### src/design/ebfe_pkg.sv
// ----------------------------------------------------------------------------
// Escaped byte frame encoder package
// Shared types, constants and helpers for the framer's front end, job queue
// and byte sequencer.
// ----------------------------------------------------------------------------
package ebfe_pkg;

    // Largest allowed length byte (payload length plus three header bytes).
    localparam int MAX_FRAME = 100;

    // Line markers.
    localparam logic [7:0] MARK_START = 8'h7E;
    localparam logic [7:0] MARK_END   = 8'h7F;
    localparam logic [7:0] MARK_ESC   = 8'h7D;
    localparam logic [7:0] ESC_FLIP   = 8'h20;

    // Header bytes counted into the length byte.
    localparam logic [7:0] HDR_BYTES  = 8'd3;

    // Input command codes.
    localparam logic CMD_HEADER  = 1'b0;
    localparam logic CMD_PAYLOAD = 1'b1;

    // Job queue between front end and sequencer; depth is a power of two.
    localparam int QUEUE_DEPTH = 4;
    localparam int QPTR_W      = $clog2(QUEUE_DEPTH);

    // Index of the last byte of each job kind.
    localparam logic [1:0] HDR_LAST_IDX  = 2'd2;
    localparam logic [1:0] DATA_LAST_IDX = 2'd0;

    // One input beat.
    typedef struct packed {
        logic       cmd;
        logic [7:0] type_byte;
        logic [7:0] peer_index;
        logic [7:0] payload_len;
        logic [7:0] data_byte;
    } t_in_item;

    // One output beat.
    typedef struct packed {
        logic [7:0] line_byte;
        logic       frame_end;
        logic       dropped;
        logic       last_of_run;
    } t_out_item;

    // Kind of work handed from the front end to the sequencer.
    typedef enum logic [1:0] {
        JOB_DROP,
        JOB_HEADER,
        JOB_DATA
    } t_job_kind;

    // One queued job: up to three escapable bytes, optionally closed by 0x7F.
    typedef struct packed {
        t_job_kind       kind;
        logic [2:0][7:0] bytes;
        logic [1:0]      last_idx;
        logic            add_end;
    } t_job;

    // Write side of the job queue.
    typedef struct packed {
        logic push;
        t_job job;
    } t_push;

    // Read side of the job queue.
    typedef struct packed {
        logic valid;
        t_job job;
    } t_q_head;

    // Sequencer phases.
    typedef enum logic [2:0] {
        PH_IDLE,
        PH_START,
        PH_BYTE,
        PH_ESC2,
        PH_END,
        PH_DROP
    } t_phase;

    // True for bytes that must be escaped on the line.
    function automatic logic is_special(input logic [7:0] b);
        return (b == MARK_START) || (b == MARK_END) || (b == MARK_ESC);
    endfunction

endpackage

### src/design/ebfe_front.sv
// ----------------------------------------------------------------------------
// Escaped byte frame encoder front end
// Accepts input beats, tracks the open frame or discard run, and turns each
// beat that produces output into one job for the queue.
// ----------------------------------------------------------------------------
module ebfe_front import ebfe_pkg::*; (
    input  logic     i_clk,
    input  logic     i_rst_n,
    input  logic     i_valid,
    output logic     o_ready,
    input  t_in_item i_item,
    input  logic     i_full,
    output t_push    o_push
);

    logic [7:0] r_bytes_left, n_bytes_left;
    logic       r_in_frame,   n_in_frame;
    logic       r_discarding, n_discarding;

    logic       accept;
    logic [8:0] frame_len;
    logic       oversize;
    logic       last_byte;

    // A beat is taken whenever the queue has room for its job.
    assign o_ready   = !i_full;
    assign accept    = i_valid && !i_full;
    assign frame_len = {1'b0, i_item.payload_len} + {1'b0, HDR_BYTES};
    assign oversize  = frame_len > 9'(MAX_FRAME);
    assign last_byte = (r_bytes_left == 8'd1);

    // Classify the beat, build its job and update the frame state.
    always_comb begin
        n_bytes_left = r_bytes_left;
        n_in_frame   = r_in_frame;
        n_discarding = r_discarding;
        o_push       = '0;
        o_push.job.kind = JOB_DROP;

        if (accept) begin
            if (i_item.cmd == CMD_HEADER) begin
                // A header always starts afresh.
                n_in_frame   = 1'b0;
                n_discarding = 1'b0;
                n_bytes_left = '0;
                o_push.push  = 1'b1;
                if (oversize) begin
                    o_push.job.kind = JOB_DROP;
                    if (i_item.payload_len != 8'd0) begin
                        n_discarding = 1'b1;
                        n_bytes_left = i_item.payload_len;
                    end
                end else begin
                    o_push.job.kind     = JOB_HEADER;
                    o_push.job.bytes[0] = frame_len[7:0];
                    o_push.job.bytes[1] = i_item.type_byte;
                    o_push.job.bytes[2] = i_item.peer_index;
                    o_push.job.last_idx = HDR_LAST_IDX;
                    o_push.job.add_end  = (i_item.payload_len == 8'd0);
                    if (i_item.payload_len != 8'd0) begin
                        n_in_frame   = 1'b1;
                        n_bytes_left = i_item.payload_len;
                    end
                end
            end else if (r_discarding) begin
                // Payload of a dropped frame is swallowed.
                n_bytes_left = r_bytes_left - 8'd1;
                if (last_byte) begin
                    n_discarding = 1'b0;
                end
            end else if (r_in_frame) begin
                o_push.push         = 1'b1;
                o_push.job.kind     = JOB_DATA;
                o_push.job.bytes[0] = i_item.data_byte;
                o_push.job.last_idx = DATA_LAST_IDX;
                o_push.job.add_end  = last_byte;
                n_bytes_left        = r_bytes_left - 8'd1;
                if (last_byte) begin
                    n_in_frame = 1'b0;
                end
            end
        end
    end

    always_ff @(posedge i_clk) begin
        if (!i_rst_n) begin
            r_bytes_left <= '0;
            r_in_frame   <= 1'b0;
            r_discarding <= 1'b0;
        end else begin
            r_bytes_left <= n_bytes_left;
            r_in_frame   <= n_in_frame;
            r_discarding <= n_discarding;
        end
    end

endmodule

### src/design/ebfe_queue.sv
// ----------------------------------------------------------------------------
// Escaped byte frame encoder job queue
// Small first-in first-out queue of jobs between front end and sequencer.
// ----------------------------------------------------------------------------
module ebfe_queue import ebfe_pkg::*; (
    input  logic    i_clk,
    input  logic    i_rst_n,
    input  t_push   i_push,
    output logic    o_full,
    output t_q_head o_head,
    input  logic    i_pop
);

    t_job              r_mem [QUEUE_DEPTH];
    logic [QPTR_W-1:0] r_wr_ptr, n_wr_ptr;
    logic [QPTR_W-1:0] r_rd_ptr, n_rd_ptr;
    logic [QPTR_W:0]   r_count,  n_count;

    logic do_push;
    logic do_pop;

    assign o_full       = (r_count == (QPTR_W + 1)'(QUEUE_DEPTH));
    assign o_head.valid = (r_count != '0);
    assign o_head.job   = r_mem[r_rd_ptr];

    assign do_push = i_push.push && !o_full;
    assign do_pop  = i_pop && o_head.valid;

    // Pointer and fill count update; pointers wrap at the power-of-two depth.
    always_comb begin
        n_wr_ptr = do_push ? r_wr_ptr + QPTR_W'(1) : r_wr_ptr;
        n_rd_ptr = do_pop  ? r_rd_ptr + QPTR_W'(1) : r_rd_ptr;
        n_count  = r_count;
        if (do_push && !do_pop) begin
            n_count = r_count + (QPTR_W + 1)'(1);
        end else if (do_pop && !do_push) begin
            n_count = r_count - (QPTR_W + 1)'(1);
        end
    end

    always_ff @(posedge i_clk) begin
        if (!i_rst_n) begin
            r_wr_ptr <= '0;
            r_rd_ptr <= '0;
            r_count  <= '0;
        end else begin
            r_wr_ptr <= n_wr_ptr;
            r_rd_ptr <= n_rd_ptr;
            r_count  <= n_count;
        end
    end

    // Job storage.
    always_ff @(posedge i_clk) begin
        if (do_push) begin
            r_mem[r_wr_ptr] <= i_push.job;
        end
    end

endmodule

### src/design/ebfe_back.sv
// ----------------------------------------------------------------------------
// Escaped byte frame encoder sequencer
// Takes jobs from the queue and emits their line bytes one beat at a time,
// inserting escapes and the end marker, through an output register.
// ----------------------------------------------------------------------------
module ebfe_back import ebfe_pkg::*; (
    input  logic      i_clk,
    input  logic      i_rst_n,
    input  t_q_head   i_head,
    output logic      o_pop,
    output logic      o_valid,
    input  logic      i_ready,
    output t_out_item o_result
);

    t_phase     r_phase, n_phase;
    t_job       r_job,   n_job;
    logic [1:0] r_idx,   n_idx;

    logic       r_out_valid, n_out_valid;
    t_out_item  r_out,       n_out;

    logic       advance;
    logic [7:0] cur_byte;
    logic       cur_special;
    logic       at_last;
    t_out_item  res;
    logic       job_done;

    // The sequencer moves whenever the output register is free or draining.
    assign advance     = !r_out_valid || i_ready;
    assign cur_byte    = r_job.bytes[r_idx];
    assign cur_special = is_special(cur_byte);
    assign at_last     = (r_idx == r_job.last_idx);

    // Beat produced in the current phase, and whether it closes the job.
    always_comb begin
        res      = '0;
        job_done = 1'b0;
        case (r_phase)
            PH_IDLE: begin
                job_done = 1'b1;
            end
            PH_START: begin
                res.line_byte = MARK_START;
            end
            PH_BYTE: begin
                if (cur_special) begin
                    res.line_byte = MARK_ESC;
                end else begin
                    res.line_byte   = cur_byte;
                    res.last_of_run = at_last && !r_job.add_end;
                    job_done        = at_last && !r_job.add_end;
                end
            end
            PH_ESC2: begin
                res.line_byte   = cur_byte ^ ESC_FLIP;
                res.last_of_run = at_last && !r_job.add_end;
                job_done        = at_last && !r_job.add_end;
            end
            PH_END: begin
                res.line_byte   = MARK_END;
                res.frame_end   = 1'b1;
                res.last_of_run = 1'b1;
                job_done        = 1'b1;
            end
            PH_DROP: begin
                res.dropped     = 1'b1;
                res.last_of_run = 1'b1;
                job_done        = 1'b1;
            end
            default: begin
                job_done = 1'b1;
            end
        endcase
    end

    // Next phase, byte index and job; a finished job hands over to the next.
    always_comb begin
        n_phase = r_phase;
        n_idx   = r_idx;
        n_job   = r_job;
        o_pop   = 1'b0;
        if ((r_phase == PH_IDLE) || (advance && job_done)) begin
            n_idx = '0;
            if (i_head.valid) begin
                o_pop = 1'b1;
                n_job = i_head.job;
                case (i_head.job.kind)
                    JOB_DROP:   n_phase = PH_DROP;
                    JOB_HEADER: n_phase = PH_START;
                    JOB_DATA:   n_phase = PH_BYTE;
                    default:    n_phase = PH_DROP;
                endcase
            end else begin
                n_phase = PH_IDLE;
            end
        end else if (advance) begin
            case (r_phase)
                PH_START: begin
                    n_phase = PH_BYTE;
                end
                PH_BYTE: begin
                    if (cur_special) begin
                        n_phase = PH_ESC2;
                    end else if (!at_last) begin
                        n_idx = r_idx + 2'd1;
                    end else begin
                        n_phase = PH_END;
                    end
                end
                PH_ESC2: begin
                    if (!at_last) begin
                        n_idx   = r_idx + 2'd1;
                        n_phase = PH_BYTE;
                    end else begin
                        n_phase = PH_END;
                    end
                end
                default: begin
                    n_phase = PH_IDLE;
                end
            endcase
        end
    end

    // Output register load and drain.
    always_comb begin
        n_out_valid = r_out_valid;
        n_out       = r_out;
        if (advance && (r_phase != PH_IDLE)) begin
            n_out_valid = 1'b1;
            n_out       = res;
        end else if (i_ready) begin
            n_out_valid = 1'b0;
        end
    end

    always_ff @(posedge i_clk) begin
        if (!i_rst_n) begin
            r_phase     <= PH_IDLE;
            r_idx       <= '0;
            r_out_valid <= 1'b0;
        end else begin
            r_phase     <= n_phase;
            r_idx       <= n_idx;
            r_out_valid <= n_out_valid;
        end
    end

    always_ff @(posedge i_clk) begin
        r_job <= n_job;
        r_out <= n_out;
    end

    assign o_valid  = r_out_valid;
    assign o_result = r_out;

endmodule

### src/design/escaped_byte_frame_encoder.sv
// ----------------------------------------------------------------------------
// Escaped byte frame encoder
// Packs header and payload beats into byte-stuffed frames for a serial line.
// ----------------------------------------------------------------------------
// A header beat opens a frame (0x7E, length, type, peer index) and the
// announced number of payload beats follow; the end marker 0x7F closes it.
// Bytes equal to 0x7E, 0x7F or 0x7D leave as 0x7D and the byte XOR 0x20.
// Oversize frames give one beat with dropped set and their payload is
// swallowed. The input side takes one beat per cycle while the four-entry
// job queue has room. The output side sends one line byte per cycle while
// i_ready is high: a header gives 0x7E and three bytes, each escaped as
// needed, a payload beat gives its byte, escaped as needed, and 0x7F follows
// the last byte of a frame, so the sequencer's output sets the input rate.
// ----------------------------------------------------------------------------
module escaped_byte_frame_encoder import ebfe_pkg::*; (
    input  logic      i_clk,
    input  logic      i_rst_n,
    input  logic      i_valid,
    output logic      o_ready,
    input  t_in_item  i_item,
    output logic      o_valid,
    input  logic      i_ready,
    output t_out_item o_result
);

    t_push   push;
    logic    full;
    t_q_head head;
    logic    pop;

    // Classify incoming beats into jobs.
    ebfe_front u_front (
        .i_clk   (i_clk),
        .i_rst_n (i_rst_n),
        .i_valid (i_valid),
        .o_ready (o_ready),
        .i_item  (i_item),
        .i_full  (full),
        .o_push  (push)
    );

    // Decouple front end from the line sequencer.
    ebfe_queue u_queue (
        .i_clk   (i_clk),
        .i_rst_n (i_rst_n),
        .i_push  (push),
        .o_full  (full),
        .o_head  (head),
        .i_pop   (pop)
    );

    // Emit line bytes.
    ebfe_back u_back (
        .i_clk    (i_clk),
        .i_rst_n  (i_rst_n),
        .i_head   (head),
        .o_pop    (pop),
        .o_valid  (o_valid),
        .i_ready  (i_ready),
        .o_result (o_result)
    );

endmodule
### config.mk
export PLATFORM = sky130hd
export DESIGN_NAME = escaped_byte_frame_encoder
export DESIGN_NICKNAME = d
export VERILOG_FILES = /design/src/design/ebfe_pkg.sv /design/src/design/ebfe_front.sv /design/src/design/ebfe_queue.sv /design/src/design/ebfe_back.sv /design/src/design/escaped_byte_frame_encoder.sv
export SDC_FILE = /design/constraint.sdc
export NUM_CORES = 1
export LEC_CHECK = 0
export BUFFER_PORTS_ARGS = -buffer_cell sky130_fd_sc_hd__buf_2
export CAP_MARGIN = 20
export CORE_UTILIZATION = 56
export CTS_BUF_LIST = sky130_fd_sc_hd__clkbuf_4 sky130_fd_sc_hd__clkbuf_8
export CTS_CLUSTER_DIAMETER = 150
export DETAILED_ROUTE_END_ITERATION = 7
export PLACE_DENSITY = 0.8
export SETUP_SLACK_MARGIN = 0.15
export SYNTH_ARGS = -nofsm -noshare
export SYNTH_HDL_FRONTEND = slang
export SYNTH_SLANG_ARGS = --single-unit
### constraint.sdc
create_clock -name i_clk -period 4.5 [get_ports i_clk]
set_input_delay 1.35 -clock i_clk [delete_from_list [all_inputs] [get_ports i_clk]]
set_output_delay 1.35 -clock i_clk [all_outputs]
set_load 0.005 [all_outputs]
* Word level (Yosys, flattened, before mapping)
Memories as Yosys holds them, arrays and structs flattened. A register that Yosys moved wholly into a read port is not among the register bits.
Index checks and enable logic that the tools add are counted.
** Cells by class
- $add $sub $neg :: 7
- Order comparisons :: 2
- Equality and inequality tests :: 17
- Muxes and demuxes :: 53
- Bitwise gates (word level) :: 2
- Reduce and logical (&&, ||, !) cells :: 33
** Operators by type and width (count)
- 2-to-1 mux 8 bit :: 6
- 2-to-1 mux 11 bit :: 3
- 2-to-1 mux 3 bit :: 11
- case mux 8 bit (4 select lines) :: 1
- 2-to-1 mux 30 bit :: 1
- 2-to-1 mux 27 bit :: 1
- == test 8 x 7 -> 1 bit, second input constant :: 3
- 2-to-1 mux 1 bit :: 19
- binary-select mux 8 bit (select 2 bit) :: 1
- 2-to-1 mux 16 bit :: 1
- adder 8 x 2 -> 9 bit, second input constant :: 1
- == test 3 bit, second input constant :: 3
- > comparator 9 x 7 -> 1 bit, second input constant :: 1
- case mux 3 bit (3 select lines) :: 1
- == test 8 x 1 -> 1 bit, second input constant :: 1
- logical AND 1 bit :: 8
- logical NOT 8 bit :: 1
- 2-to-1 mux 2 bit :: 4
- AND reduction 2 bit :: 4
- nonzero test 2 bit :: 4
- nonzero test 8 bit :: 1
- subtractor 8 x 1 -> 8 bit, second input constant :: 1
- adder 2 x 1 -> 2 bit, second input constant :: 3
- == test 3 x 2 -> 1 bit, second input constant :: 2
- other kinds (20) :: 32
** Storage, ports and cells
- Bits in registers :: 61
- RAM bits :: 116
- Input port bits :: 37
- Memories :: 1
** Memories
- u_queue.r_mem :: words 4, bits a word 29, rd ports 1, clocked after Yosys merged registers in 1, write ports 1, line ebfe_queue.sv:14 : t_job r_mem [QUEUE_DEPTH];

* Logic depth before layout (Yosys ltp)
- Depth after elaboration :: 14
- Gate-level depth with buffers :: 14

* By module
From an unflattened synthesis, not the netlist that was laid out.
** Second synthesis, totals
- Cells, all modules :: 505
- Area total of the unflattened synthesis :: 7838.8 um2
** By module, submodules not included
- ebfe_queue :: instances 1, cells each 199, area an instance 4677.0 um2, seq. area each 3663.5 um2
- ebfe_back :: instances 1, cells each 153, area an instance 2025.7 um2, seq. area each 1261.2 um2
- ebfe_front :: instances 1, cells each 153, area an instance 1136.1 um2, seq. area each 200.2 um2

* Worst setup path after synthesis
OpenSTA, ideal clock, no wires.
- Kind :: input -> register
- From :: in i_ready
- To :: reg u_queue.r_count[2]
- Arrival time :: 3.840 ns
- Data required time :: 4.429 ns
- Setup slack :: 0.590 ns
- Stages :: 11
- Cell sequence :: nor2b_1 nor4b_2 o21ai_4 a21oi_2 inv_1 ha_1 inv_1 fa_1 xor2_1 or3_1 a21oi_1
** On the way
- Longest elaborated chain between the ends :: 8
- Elaborated cells between the ends (all ways) :: 10
** Ends and longest elaborated chain
- start: declaration :: line escaped_byte_frame_encoder.sv:22 : input logic i_ready,
- logical OR 1 bit * :: line ebfe_back.sv:31 : assign advance = !r_out_valid || i_ready;
- logical AND 1 bit * :: line ebfe_back.sv:84 : if ((r_phase == PH_IDLE) || (advance && job_done)) begin
- logical OR 1 bit * :: line ebfe_back.sv:84
- 2-to-1 mux 1 bit * :: line ebfe_back.sv:84
- via pop :: line escaped_byte_frame_encoder.sv:29 : logic pop;
- logical AND 1 bit * :: line ebfe_queue.sv:27 : assign do_pop = i_pop && o_head.valid;
- logical NOT 1 bit :: line ebfe_queue.sv:34 : if (do_push && !do_pop) begin
- logical AND 1 bit :: line ebfe_queue.sv:34
- 2-to-1 mux 3 bit or nonzero test 2 bit (tied branches)
- end signal: assignment :: line ebfe_queue.sv:49 : r_count <= n_count;
- end: declaration :: line ebfe_queue.sv:17 : logic [QPTR_W:0] r_count, n_count;
Mark *: on every way through the listed nets, which the timed path passes. The rest lies on a longest branch.
A chain may end at the register's enable or synchronous reset.

* Worst setup path in the final report
- From :: reg u_back.r_idx[0]
- To :: reg u_queue.r_count[2]
** On the way
- Longest elaborated chain between the ends :: 14
- Elaborated cells between the ends (all ways) :: 20
** Ends and longest elaborated chain
- start: declaration :: line ebfe_back.sv:18 : logic [1:0] r_idx, n_idx;
- start signal: assignment :: line ebfe_back.sv:146 : r_idx <= n_idx;
- binary-select mux 8 bit (select 2 bit) :: line ebfe_back.sv:32 : assign cur_byte = r_job.bytes[r_idx];
- 2-to-1 mux 8 bit (not written as such) :: line ebfe_back.sv:32
- == test 8 x 7 -> 1 bit :: line ebfe_pkg.sv:88 : return (b == MARK_START) || (b == MARK_END) || (b == MARK_ESC);
- logical OR 1 bit (2 in series) :: line ebfe_pkg.sv:88
- 2-to-1 mux 1 bit :: line ebfe_back.sv:48 : if (cur_special) begin
- case mux 1 bit (3 select lines) * :: line ebfe_back.sv:40 : case (r_phase)
- logical AND 1 bit * :: line ebfe_back.sv:84
- logical OR 1 bit * :: line ebfe_back.sv:84
- 2-to-1 mux 1 bit * :: line ebfe_back.sv:84
- via pop :: line escaped_byte_frame_encoder.sv:29
- logical AND 1 bit * :: line ebfe_queue.sv:27
- logical NOT 1 bit :: line ebfe_queue.sv:34
- logical AND 1 bit :: line ebfe_queue.sv:34
- 2-to-1 mux 3 bit or nonzero test 2 bit (tied branches)
Mark *: on every way through the listed nets, which the timed path passes. The rest lies on a longest branch. The select of a mux whose other input is x is not followed.

==> impl_metrics.yaml <==
run_status:
  status: "finished, final reports clean"
power_and_ir_drop:
  power_leakage_nw: 2.969
  peakVddDrop_v: 0.0002592
  p_per_area_nw_per_um2: 532.7
  power.total_mw: 4.348
route:
  drc: 0
  first_iter_violations: 284
  wire_per_inst_um: 17.76
  first_pass_iters: 5
  vias_per_cell: 5.611
  route.vias.total: 4203
  routed_wl_um: 13300
  ant_nets: 0
floorplan:
  dieHeight_um: 116.9
  initial_core_util: 0.5807
  num_rows: 41
  die_area_um2: 13660
  core_area_um2: 12720
  die_w_um: 116.9
  ioPinCount: 50
clocking:
  clock-root-buffer: "clkbuf_8"
  post-cts-setup-buffer-count: 0
  cts_buffers: 17
  clockBufferDepth: 2
  clkTransAtPathRegs_ns: 0.09
  clk-insertion-delay-late_ns: 0.46
  h-tree-depth: 4
  cts_tree: "yes"
  cts_sinks: 170
  hold_buffers: 0
  cts-resized-gates: 0
finish:
  drive_gt1_frac: 0.2288
  final_cells: 749
  n_antenna_cell: 0
  nets: 613
  fin_area_um2: 8163
  area_delta_synth_final_pct: 10.48
sta:
  layout_min_cycle_time_ns: 3.500
  tns_ns: 0
  hold_violations: 0
  timing.final.crit_share: 0.7777
  rsz0062_at_grt: "false"
  maxSlewHeadroom: 0.3218
  worst_pin_slew_ns: 1.010
  finalSetupViolations: 0
  skew_ns: 0.01203
  finalMaxSlewViolations: 0
  max_freq_mhz: 285.7
grt:
  grt_pass1_vias: 4219
  grtUsageTotal: 0.2150
  grt_antenna_before_repair: 0
  grt_pass1_wl_um: 21250
  gr-total-overflow: 0
  grt_max_degree: 29
setup_path:
  endpoint_kind: "flop"
  cp.arrival_ns: 3.88
  critical_path_required_ns: 4.88
  startpoint_type: "flop"
  cp_max_fo: 14
  criticalPathCategory: "reg2reg"
synth:
  seq_area_frac_synth: 0.6571
  synth.most_common_cell: "edfxtp_1"
  synthCells: 511
  synth_fp_nets: 560
  synth_top_cell_by_area: "edfxtp_1"
  ys_ff_latch: 170
  syn_area_um2: 7388
  ys_warn_count: 0
  synth_commonest_cells: "145 x edfxtp_1, 40 x nor2_1, 37 x inv_1"
  synth_edf_count: 145
  post_synth_num_cell_types: 64
  yosys-top-cells-area: "edfxtp_1 59%, mux4_2 8.2%, dfxtp_1 6.8%, mux2i_1 2.2%, nor2_1 2.0%"
  synth_top_area_frac: 0.5893
  syn_avg_cell_area_um2: 14.46
  ys_async_sr_fraction: 0
  synth_ff_type: "edfxtp_1"
flow_run:
  maxCapViolCount: 0
min_path:
  holdCritPathClass: "reg2reg"
place:
  port_buffers: 49
  gp_congestion: 0.8386
  hpwl_um: 8841
  place_inst: 717
  place_area_um2: 7789
## cells in the final DEF (no fill, tap or decap), types with 5 or more instances in the layout
cell type  count
clkbuf_8      17
nor3_1         7
o21ai_1       13
inv_1         37
buf_4          9
or3_1          5
o21ai_0       15
and2_1         8
buf_2         49
mux2i_1       16
a2bb2oi_1      5
xor2_1         8
a21oi_1       15
mux4_2        27
nand3_1        7
nor2_1        40
nand2b_1       8
ha_1          11
nand2_1       32
edfxtp_1     145
dfxtp_1       24
## cell families (layout without fill, tap and decap cells)
family,count (synthesis),count (layout),share of synthesized area
simple gates,126,126,0.08484
xor+xnor,12,12,0.01423
mux,44,44,0.1055
compound gates,84,84,0.07976
fa+ha+maj,12,12,0.02134
buf+inv,63,129,0.03726
flops,170,170,0.6571
## final timing paths
kind / start / end / slack (ns) / cells past startpoint
max reg2reg: u_back.r_idx[0]$_SDFFE_PP0P_ / u_queue.r_count[2]$_SDFFE_PN0P_ / 1.00 / 12
min: u_queue.r_rd_ptr[1]$_SDFFE_PN0P_ / u_queue.r_rd_ptr[1]$_SDFFE_PN0P_ / 0.49 / 2
min reg2reg: u_queue.r_rd_ptr[1]$_SDFFE_PN0P_ / u_queue.r_rd_ptr[1]$_SDFFE_PN0P_ / 0.49 / 2
max: u_back.r_idx[0]$_SDFFE_PP0P_ / u_queue.r_count[2]$_SDFFE_PN0P_ / 1.00 / 12
## report_power, final
part	switching [mW]	total (mW)	internal (mW)	leakage, nW
clock	0.561	1.01	0.446	0.180
sequential	0.157	2.25	2.09	1.62
combinational	0.622	1.09	0.473	1.17
## cell type report
| type | count | area (µm²) |
|---|---|---|
| fill | 937 | 4559 |
| tap | 172 | 215.2 |
| clock buffer | 17 | 234.0 |
| sequential | 170 | 4856 |
| clock inverter | 15 | 140.1 |
| inverter | 39 | 146.4 |
| timing repair buffer | 58 | 312.8 |
| multi-input combinational | 278 | 2258 |
## flip-flops by register name (all words and copies together) (netlist names), named ones only
register and count:
u_queue.r_wr_ptr 2, u_back.o_valid 1, u_back.r_idx 2, u_queue.r_rd_ptr 2, u_back.o_result 11, u_back.r_phase 3, u_front.r_bytes_left 8, u_queue.r_count 3
u_front.r_discarding 1, u_back.r_job 26, u_front.r_in_frame 1, u_queue.r_mem 108
## critical path, cell delays in order, from the launching register on
cell,delay [ns]
dfxtp_1,0.77
mux2i_1,0.18
a2bb2oi_1,0.17
or4_4,0.60
o21ai_4,0.27
a21oi_2,0.09
inv_1,0.08
ha_1,0.18
inv_1,0.07
fa_1,0.37
xor2_1,0.16
or3_1,0.32
a21oi_1,0.16
## metal layers
layer / global-route usage / share of wire
met4: 0.07511 / 0.012
met5: 0 / 0
met2: 0.3582 / 0.51
met1: 0.2810 / 0.43
met3: 0.04892 / 0.050
## metrics by stage
step	setup slack, ns	util	hold WS, ns
floorplan	0.5896	-	0.4451
global placement	1.041	0.6122	0.4540
detailed placement	0.9233	0.6122	0.4731
CTS	0.9660	0.6416	0.4879
global route	0.7971	0.6416	0.5124
finish	1.000	0.6416	0.4926
No activity file was read; power rests on OpenSTA's default activity.
